## config.mk

```make
export PLATFORM = sky130hd
export DESIGN_NAME = bbt_ln
export DESIGN_NICKNAME = d
export VERILOG_FILES = /design/src/hw/rtl/bbt_pkg.sv /design/src/hw/rtl/bbt_interp.sv /design/src/hw/rtl/bbt_ln.sv
export SDC_FILE = /design/constraint.sdc
export NUM_CORES = 2
export LEC_CHECK = 0
export BUFFER_PORTS_ARGS = -buffer_cell sky130_fd_sc_hd__buf_2
export CAP_MARGIN = 20
export CORE_ASPECT_RATIO = 1.75
export CORE_MARGIN = 4
export CORE_UTILIZATION = 35
export CTS_CLUSTER_DIAMETER = 150
export DETAILED_ROUTE_END_ITERATION = 8
export SYNTH_ARGS = -nofsm -noshare
export SYNTH_HDL_FRONTEND = slang
export SYNTH_SLANG_ARGS = --single-unit
```

## constraint.sdc

```tcl
create_clock -name clk -period 25.9 [get_ports clk]
set_input_delay 5.18 -clock clk [delete_from_list [all_inputs] [get_ports clk]]
set_output_delay 5.18 -clock clk [all_outputs]
set_load 0.01 [all_outputs]
```

## src/hw/rtl/bbt_pkg.sv

```systemverilog
`default_nettype none

package bbt_pkg;

    // Item payloads.
    typedef struct packed {
        logic [15:0] kelvin;
    } bbt_kelvin_t;

    typedef struct packed {
        logic [7:0] red;
        logic [7:0] green;
        logic [7:0] blue;
    } bbt_rgb_t;

    // Knee decisions taken once from the clamped temperature.
    typedef struct packed {
        logic red_hi;
        logic blue_full;
        logic blue_zero;
    } bbt_flags_t;

    localparam logic [15:0] KELVIN_MIN  = 16'd1000;
    localparam logic [15:0] KELVIN_MAX  = 16'd40000;
    localparam logic [15:0] KELVIN_KNEE = 16'd6600;
    localparam logic [15:0] KELVIN_BLUE = 16'd1900;

    // t = floor((k * 65536 + 50) / 100) through a reciprocal of 2^38 / 100.
    localparam logic [63:0] RECIP_100 = ((64'd1 << 38) + 64'd99) / 64'd100;
    localparam logic [24:0] T_OFS_60  = 25'd3932160;
    localparam logic [24:0] T_OFS_10  = 25'd655360;

    localparam logic [63:0] HALF_Q30 = 64'd1 << 29;

    localparam logic [63:0] LN2_Q30 =
        ((64'd6931471806 << 30) + 64'd5000000000) / 64'd10000000000;
    localparam logic [63:0] RECIP_LN2 = (64'd1 << 60) / LN2_Q30;

    localparam logic [63:0] AR_Q16 =
        ((64'd329698727446 << 16) + 64'd500000000) / 64'd1000000000;
    localparam logic [63:0] ER_Q30 =
        ((64'd1332047592 << 30) + 64'd5000000000) / 64'd10000000000;
    localparam logic [63:0] AG1_Q16 =
        ((64'd994708025861 << 16) + 64'd5000000000) / 64'd10000000000;
    localparam logic [63:0] BG1_Q16 =
        ((64'd1611195681661 << 16) + 64'd5000000000) / 64'd10000000000;
    localparam logic [63:0] AG2_Q16 =
        ((64'd2881221695283 << 16) + 64'd5000000000) / 64'd10000000000;
    localparam logic [63:0] EG_Q30 =
        ((64'd755148492 << 30) + 64'd5000000000) / 64'd10000000000;
    localparam logic [63:0] AB_Q16 =
        ((64'd1385177312231 << 16) + 64'd5000000000) / 64'd10000000000;
    localparam logic [63:0] BB_Q16 =
        ((64'd3050447927307 << 16) + 64'd5000000000) / 64'd10000000000;

    localparam logic signed [27:0] FULL_SCALE = 28'sd16711680;

    function automatic longint unsigned bbt_isqrt(longint unsigned v);
        longint unsigned rem;
        longint unsigned r;
        longint unsigned b;
        rem = v;
        r   = 64'd0;
        b   = 64'd1 << 62;
        while (b > rem)
        begin
            b = b >> 2;
        end
        while (b != 64'd0)
        begin
            if (rem >= r + b)
            begin
                rem = rem - (r + b);
                r   = (r >> 1) + b;
            end
            else
            begin
                r = r >> 1;
            end
            b = b >> 2;
        end
        return r;
    endfunction

    // One table entry at Q30 position q: log2(1+q) or 2^q, both in Q30.
    function automatic logic [31:0] bbt_tab_entry(longint unsigned q, bit is_exp);
        longint unsigned root [0:30];
        longint unsigned y;
        longint unsigned res;
        longint unsigned r;
        root[0] = 64'd1 << 31;
        for (int k = 1; k <= 30; k++)
        begin
            root[k] = bbt_isqrt(root[k-1] << 30);
        end
        y   = (64'd1 << 30) + q;
        res = 64'd0;
        r   = 64'd1 << 30;
        for (int b = 1; b <= 30; b++)
        begin
            y = (y * y + HALF_Q30) >> 30;
            if (y >= (64'd1 << 31))
            begin
                y   = y >> 1;
                res = res | (64'd1 << (30 - b));
            end
            if (q[30-b])
            begin
                r = (r * root[b] + HALF_Q30) >> 30;
            end
        end
        return is_exp ? 32'(r) : 32'(res);
    endfunction

    // Saturate a signed Q16 channel value to 0..255 with round half up.
    function automatic logic [7:0] bbt_to_byte(logic signed [27:0] v);
        logic signed [27:0] s;
        s = v + 28'sd32768;
        if (v <= 28'sd0)
        begin
            return 8'd0;
        end
        else if (v >= FULL_SCALE)
        begin
            return 8'd255;
        end
        return s[23:16];
    endfunction

endpackage

`default_nettype wire

```

## src/hw/rtl/bbt_interp.sv

```systemverilog
`default_nettype none

// Two-stage interpolated lookup of log2(1+g) or 2^g, g in Q30 below one.
module bbt_interp import bbt_pkg::*; #(
    parameter int DEPTH  = 64,
    parameter bit IS_EXP = 1'b0
) (
    input  wire logic        clk,
    input  wire logic        en,
    input  wire logic [29:0] g,
    output logic      [31:0] value
);
    localparam int IW = $clog2(DEPTH);
    localparam int TW = $clog2(DEPTH + 1);
    localparam int PW = 30 + IW;

    logic [31:0]   tab [0:DEPTH];
    logic [PW-1:0] pos_next;
    logic [IW-1:0] idx_reg;
    logic [29:0]   w_reg;
    logic [31:0]   lo;
    logic [31:0]   hi;
    logic [61:0]   prod;
    logic [31:0]   value_reg;

    for (genvar i = 0; i <= DEPTH; i++)
    begin : g_tab
        localparam longint unsigned QPOS =
            ((64'(i) << 30) + 64'(DEPTH / 2)) / 64'(DEPTH);
        if (i == DEPTH)
        begin : g_end
            assign tab[i] = IS_EXP ? 32'h8000_0000 : 32'h4000_0000;
        end
        else
        begin : g_mid
            assign tab[i] = bbt_tab_entry(QPOS, IS_EXP);
        end
    end

    assign pos_next = PW'(g) * PW'(DEPTH);

    always_ff @(posedge clk)
    begin
        if (en)
        begin
            idx_reg <= pos_next[PW-1:30];
            w_reg   <= pos_next[29:0];
        end
    end

    always_comb
    begin
        lo   = tab[TW'(idx_reg)];
        hi   = tab[TW'(idx_reg) + TW'(1)];
        prod = 62'(hi - lo) * 62'(w_reg);
    end

    always_ff @(posedge clk)
    begin
        if (en)
        begin
            value_reg <= lo + prod[61:30];
        end
    end

    assign value = value_reg;
endmodule

`default_nettype wire

```

## src/hw/rtl/bbt_ln.sv

```systemverilog
`default_nettype none

// Natural log of a Q16 value (taken as at least one), Q30 result, four stages.
module bbt_ln import bbt_pkg::*; #(
    parameter int DEPTH = 64
) (
    input  wire logic        clk,
    input  wire logic        en,
    input  wire logic [24:0] x,
    output logic      [32:0] ln
);
    logic [24:0] xc;
    logic [4:0]  p;
    logic [31:0] norm;
    logic [29:0] g_reg;
    logic [3:0]  ip_reg [0:2];
    logic [31:0] frac;
    logic [61:0] fprod;
    logic [33:0] ipart;
    logic [31:0] fr;
    logic [32:0] ln_reg;

    always_comb
    begin
        xc = (x < 25'h001_0000) ? 25'h001_0000 : x;
        p  = 5'd16;
        for (int i = 17; i < 25; i++)
        begin
            if (xc[i])
            begin
                p = 5'(i);
            end
        end
        norm = 32'(xc) << (5'd30 - p);
    end

    always_ff @(posedge clk)
    begin
        if (en)
        begin
            g_reg     <= norm[29:0];
            ip_reg[0] <= 4'(p - 5'd16);
            ip_reg[1] <= ip_reg[0];
            ip_reg[2] <= ip_reg[1];
        end
    end

    bbt_interp #(.DEPTH(DEPTH), .IS_EXP(1'b0)) u_log2 (
        .clk   (clk),
        .en    (en),
        .g     (g_reg),
        .value (frac)
    );

    always_comb
    begin
        fprod = 62'(frac) * 62'(LN2_Q30[29:0]);
        fr    = 32'((fprod + 62'(HALF_Q30)) >> 30);
        ipart = 34'(ip_reg[2]) * 34'(LN2_Q30[29:0]);
    end

    always_ff @(posedge clk)
    begin
        if (en)
        begin
            ln_reg <= 33'(ipart + 34'(fr));
        end
    end

    assign ln = ln_reg;
endmodule

`default_nettype wire

```

Word-level counts from Yosys, hierarchy flattened
Memories as Yosys holds them, arrays and structs flattened.
Cells that the tools add are included.
- memories kept: 3
- output and inout port bits: 33
- flip-flop bits (word level): 125
- memory bits (read-only): 8192
- memory bits (writable): 12
- bits in latches: 0
- mux-type cells: 15
- $mul: 3
- eq/ne operators: 0
- $lt $le $gt $ge: 3
- reduce and logical (&&, ||, !) cells: 0
- bitwise operators: 2
- shift-type cells: 1
- add/sub/neg operators: 7
- divide/modulo/power cells: 0
- memories (name ; depth ; width ; read ports ; clocked after Yosys merged registers in ; write ports ; line ; RTL):
    (no name shown) ; 128 ; 32 ; 1 ; 0 ; 0 ; bbt_interp.sv:54 ; hi = tab[TW'(idx_reg) + TW'(1)];
    (no name shown) ; 128 ; 32 ; 1 ; 0 ; 0 ; bbt_interp.sv:53 ; lo = tab[TW'(idx_reg)];
    ip_reg ; 3 ; 4 ; 3 ; 0 ; 3 ; bbt_ln.sv:16 ; logic [3:0] ip_reg [0:2];
- operators with widths (kind ; count):
    $mux 32 ; 4
    $add 62x30->62 const B ; 1
    $mul 62x24->56 ; 1
    $mul 32x29->61 const B ; 1
    $add 33x32->33 ; 1
    $sub 32x32->33 ; 1
    $add 32x32->32 ; 1
    $mul 4x29->32 const B ; 1
    $mux 5 ; 6
    $shl 25x5->30 ; 1
    $lt 25x17->1 const B ; 1
    $mux 25 ; 1
    $ge 8x8->1 const B ; 2
    $not 6->8 ; 1
    $not 7->8 ; 1
    $add 6x1->7 const B ; 1
    $sub 5x5->5 const A ; 1
    $sub 4x1->4 const B ; 1
    $mux 1 ; 3
    $mux 2 ; 1

Logic depth before layout (Yosys ltp)
- depth after elaboration: 12
- gate-level depth with buffers: 71

Hierarchy
A second synthesis with hierarchy kept.
- cells, all modules: 7019
- area, all modules: 61266.3 um^2
- by module, submodules not included (module ; seq. area each (um^2) ; cells an instance ; area each (um^2) ; times used):
    bbt_interp ; 1861.8 ; 4614 ; 38426.9 ; 1
    bbt_ln ; 2252.2 ; 2405 ; 22839.4 ; 1

Least setup slack after synthesis
OpenSTA, ideal clock, no wires.
- path kind: register to register
- start: register u_log2.idx_reg[2]
- end: register u_log2.value_reg[31] (netlist: u_log2.value[31]), data pin
- stages on the path, launching flop included: 71
- setup time: 268 ps
- arrival: 14788 ps
- setup slack: 10844 ps
- data required time: 25632 ps
- cell sequence: edfxtp_1 > buf_4 > inv_1 > clkbuf_1 > buf_1 > ha_1 > buf_2 > buf_1 > clkbuf_1 > buf_1 > buf_1 > o21ai_0 > o22ai_1 > nand2_1 > a21oi_1 > ha_1 > a21o_1 > a21o_1 > [... 35 more ...] > o21a_1 > nor2_1 > xnor2_1 > ha_1 > a21o_1 > a21o_1 > a21o_1 > a21oi_1 > o21ai_0 > a21oi_1 > o21ai_0 > a311o_1 > a31oi_1 > o21ai_1 > o21a_1 > o21a_1 > o21ai_0 > xnor3_1
- longest elaborated chain between the ends: 8
- elaborated cells between the ends (all ways): 12
- classes of those cells: add/sub (3); mul (1); mux (4); bitwise (2); memory (2)
- ends and longest elaborated chain (element ; line ; RTL):
    start, declared ; bbt_interp.sv:19 ; logic [IW-1:0] idx_reg;
    start signal, assigned ; bbt_interp.sv:46 ; idx_reg <= pos_next[PW-1:30];
    $add 6x1->7 ; bbt_interp.sv:54 ;
    $not 7->8 (not written as such) ; bbt_interp.sv:54 ;
    $mem_v2 128x32 ; - ;
    $mux 32 (not written as such) (2 in series) ; bbt_interp.sv:54 ;
    $sub 32x32->33 ; bbt_interp.sv:55 ; prod = 62'(hi - lo) * 62'(w_reg);
    $mul 62x24->56 ; bbt_interp.sv:55 ;
    $add 32x32->32 * ; bbt_interp.sv:62 ; value_reg <= lo + prod[61:30];
    end signal, assigned ; bbt_interp.sv:62 ;
    end, declared ; bbt_interp.sv:24 ; logic [31:0] value_reg;
Every way passes the cells marked *; elsewhere a longest branch is shown, timed or not. The select of a mux whose other input is x is not followed.
A chain may end at the register's enable or synchronous reset.

Worst setup path in the final report
- start: register u_log2.idx_reg[1]
- end: register u_log2.value_reg[31] (netlist: u_log2.value[31]), data pin
The elaborated chain is that of the path after synthesis.

==> flow_metrics.tcl <==
set metrics [dict create \
    area_growth_pct 6.446 \
    cts.sinks 137 \
    synth_warnings 0 \
    hold_start "g_reg[3]" \
    crit_fanout 76 \
    synth_cells 6693 \
    max_freq_mhz 57.09 \
    status "completed" \
    drive_gt1_frac 0.04601 \
    cp.arrival_ns 17.73 \
    critPathKind "flop to flop" \
    grt_setup_unrepaired "false" \
    relSlewSlack 0.2763 \
    yosysSeqAreaShare 0.06967 \
    num-nets-final 8375 \
    ys_types 88 \
    synth_flop_cell "edfxtp_1" \
    post_cts_buffers 0 \
    die_h_um 551.4 \
    ant_nets 0 \
    slowest_stage "ha_2" \
    fillers 17250 \
    synth_seq_cells 137 \
    cts_hold_buf 0 \
    vias_per_cell 5.358 \
    worst-path-buf-inv 8 \
    place_area_um2 62210 \
    synth_largest_area_cell "fa_1" \
    row_count 199 \
    r2r_slack_ns 8.38 \
    design.die.area_um2 175600 \
    core_area_um2 167800 \
    largest_reg_flops 33 \
    place_congestion 0.9564 \
    synth_top_area_frac 0.3970 \
    grt_overflow 0 \
    synth_edf_count 137 \
    cts_resized 0 \
    setup_viol 0 \
    grt_pass1_wl_um 302800 \
    antenna_found_initial 3 \
    critPathCaptureType "flop" \
    hpwlAfterDp_um 158400 \
    io_buffers 59 \
    syn_nets 8474 \
    max_stage_delay_ns 0.74 \
    skew_ns 0.02328 \
    timing.setup.tns_ns 0 \
    firstDrtPassIters 6 \
    clk_path_buf_depth 2 \
    grt_max_degree 83 \
    route.detailed.wl_per_inst_um 22.35 \
    path_clk_slew_ns 0.07 \
    max_slew.worst_pin.slew_ns 1.074 \
    routed_wirelength_um 197100 \
    syn_area_um2 59050 \
    hold_viol_final 0 \
    whs_ns 0.4207 \
    synth_common_cells "inv_1 (1499), fa_1 (1171), ha_1 (583), nand2_1 (579), and2_1 (449)" \
    start_util 0.3519 \
    drt_iter0_markers 2893 \
    rr_startpoint "u_log2.idx_reg[1]" \
    hp-class "flop to flop" \
    fin_crit_sh 0.6763 \
    slew_violations 0 \
    stdcell_area_um2 62850 \
    drcViolationCount 0 \
    grt_pass1_vias 51790 \
    die_w_um 318.5 \
    synth_area_leaders "fa_1 (40%), ha_1 (12%), inv_1 (9.5%)" \
    num_vias 47250 \
    track_usage 0.2247 \
    ios 60 \
    fin_crit_ns 17.52 \
    start_kind "flop" \
    htree_levels 4 \
    cts_root_buf "clkbuf_16" \
    crit_path_start "u_log2.idx_reg[1]" \
    cts_tree "yes" \
    crit_family "compound AO/OA/AOI/OAI gates" \
    utilization 0.3745 \
    avgSynthCellArea_um2 8.822 \
    cts_buffers 17 \
    required_ns 26.12 \
    synth.most_common_cell "inv_1" \
    synthArstFlopShare 0 \
    cap_violations 0 \
    clk_latency_ns 0.48 \
]
## stage by stage
step                std cells  setup slack (ns)
floorplan                6693             10.84
global placement         8782             8.626
detailed placement       8783             8.529
CTS                      8815             8.492
global route             8818             7.370
finish                   8819             8.384
## metal layers
metal  wire length (um)  vias to the layer above  track usage
met5                 31                        -            0
met4              16980                        4       0.1615
li1                   -                    20750            -
met1              64620                    24060       0.2222
met3               8634                      729      0.02336
met2             106800                     1714       0.4336
## logic make-up after synthesis
logic type,share of synthesized area
fa+ha+maj,0.5207
simple gates,0.1469
mux,0.008264
buf+inv,0.1151
flops,0.06967
compound gates,0.1093
xor+xnor,0.03005
## worst reg2reg max path: cells and delay by family (launching register included)
family                     cells  cell delay (ns)
buffers and inverters          8             1.90
and+or+nand+nor                9             1.76
xor gates and xnor gates       3             0.66
AOI/OAI and AO/OA             33             6.73
DFF                            1             0.33
adders and majority gates     13             5.87
## final cells by class
| cell class | instances | area (um2) | area share |
|---|---|---|---|
| Sequential cell | 137 | 4114 | 0.06545 |
| Clock inverter | 15 | 177.7 | 0.002827 |
| Multi-Input combinational cell | 4756 | 48490 | 0.7714 |
| Clock buffer | 17 | 425.4 | 0.006768 |
| Antenna cell | 1 | 2.502 | 0.00003981 |
| Inverter | 1502 | 5638 | 0.08970 |
| Tap cell | 2211 | 2766 | 0.04401 |
| Timing Repair Buffer | 180 | 1245 | 0.01981 |
## cells in the final DEF (no fill, tap or decap), types with 66 or more instances in the layout
cell | Yosys | final
a21o_1 | 99 | 99
a21oi_1 | 290 | 290
and2_1 | 449 | 449
buf_4 | 4 | 117
edfxtp_1 | 137 | 137
fa_1 | 1171 | 1170
ha_1 | 583 | 582
inv_1 | 1499 | 1499
nand2_1 | 579 | 579
nand2b_1 | 66 | 66
nand3_1 | 75 | 75
nor2_1 | 290 | 289
nor2b_1 | 76 | 76
nor3_1 | 80 | 78
o21ai_0 | 216 | 216
xnor2_1 | 153 | 128
## path summary, 6_finish.rpt
path                                          to  depth (start not counted)
worst max-delay path            u_log2.value[31]                         66
worst min-delay path             u_log2.w_reg[9]                          0
worst max register to register  u_log2.value[31]                         66
worst min register to register   u_log2.w_reg[9]                          0
Power is left out: the tool's default activity adds up to more than one toggle a clock period on the data nets, which glitch-free logic cannot reach.
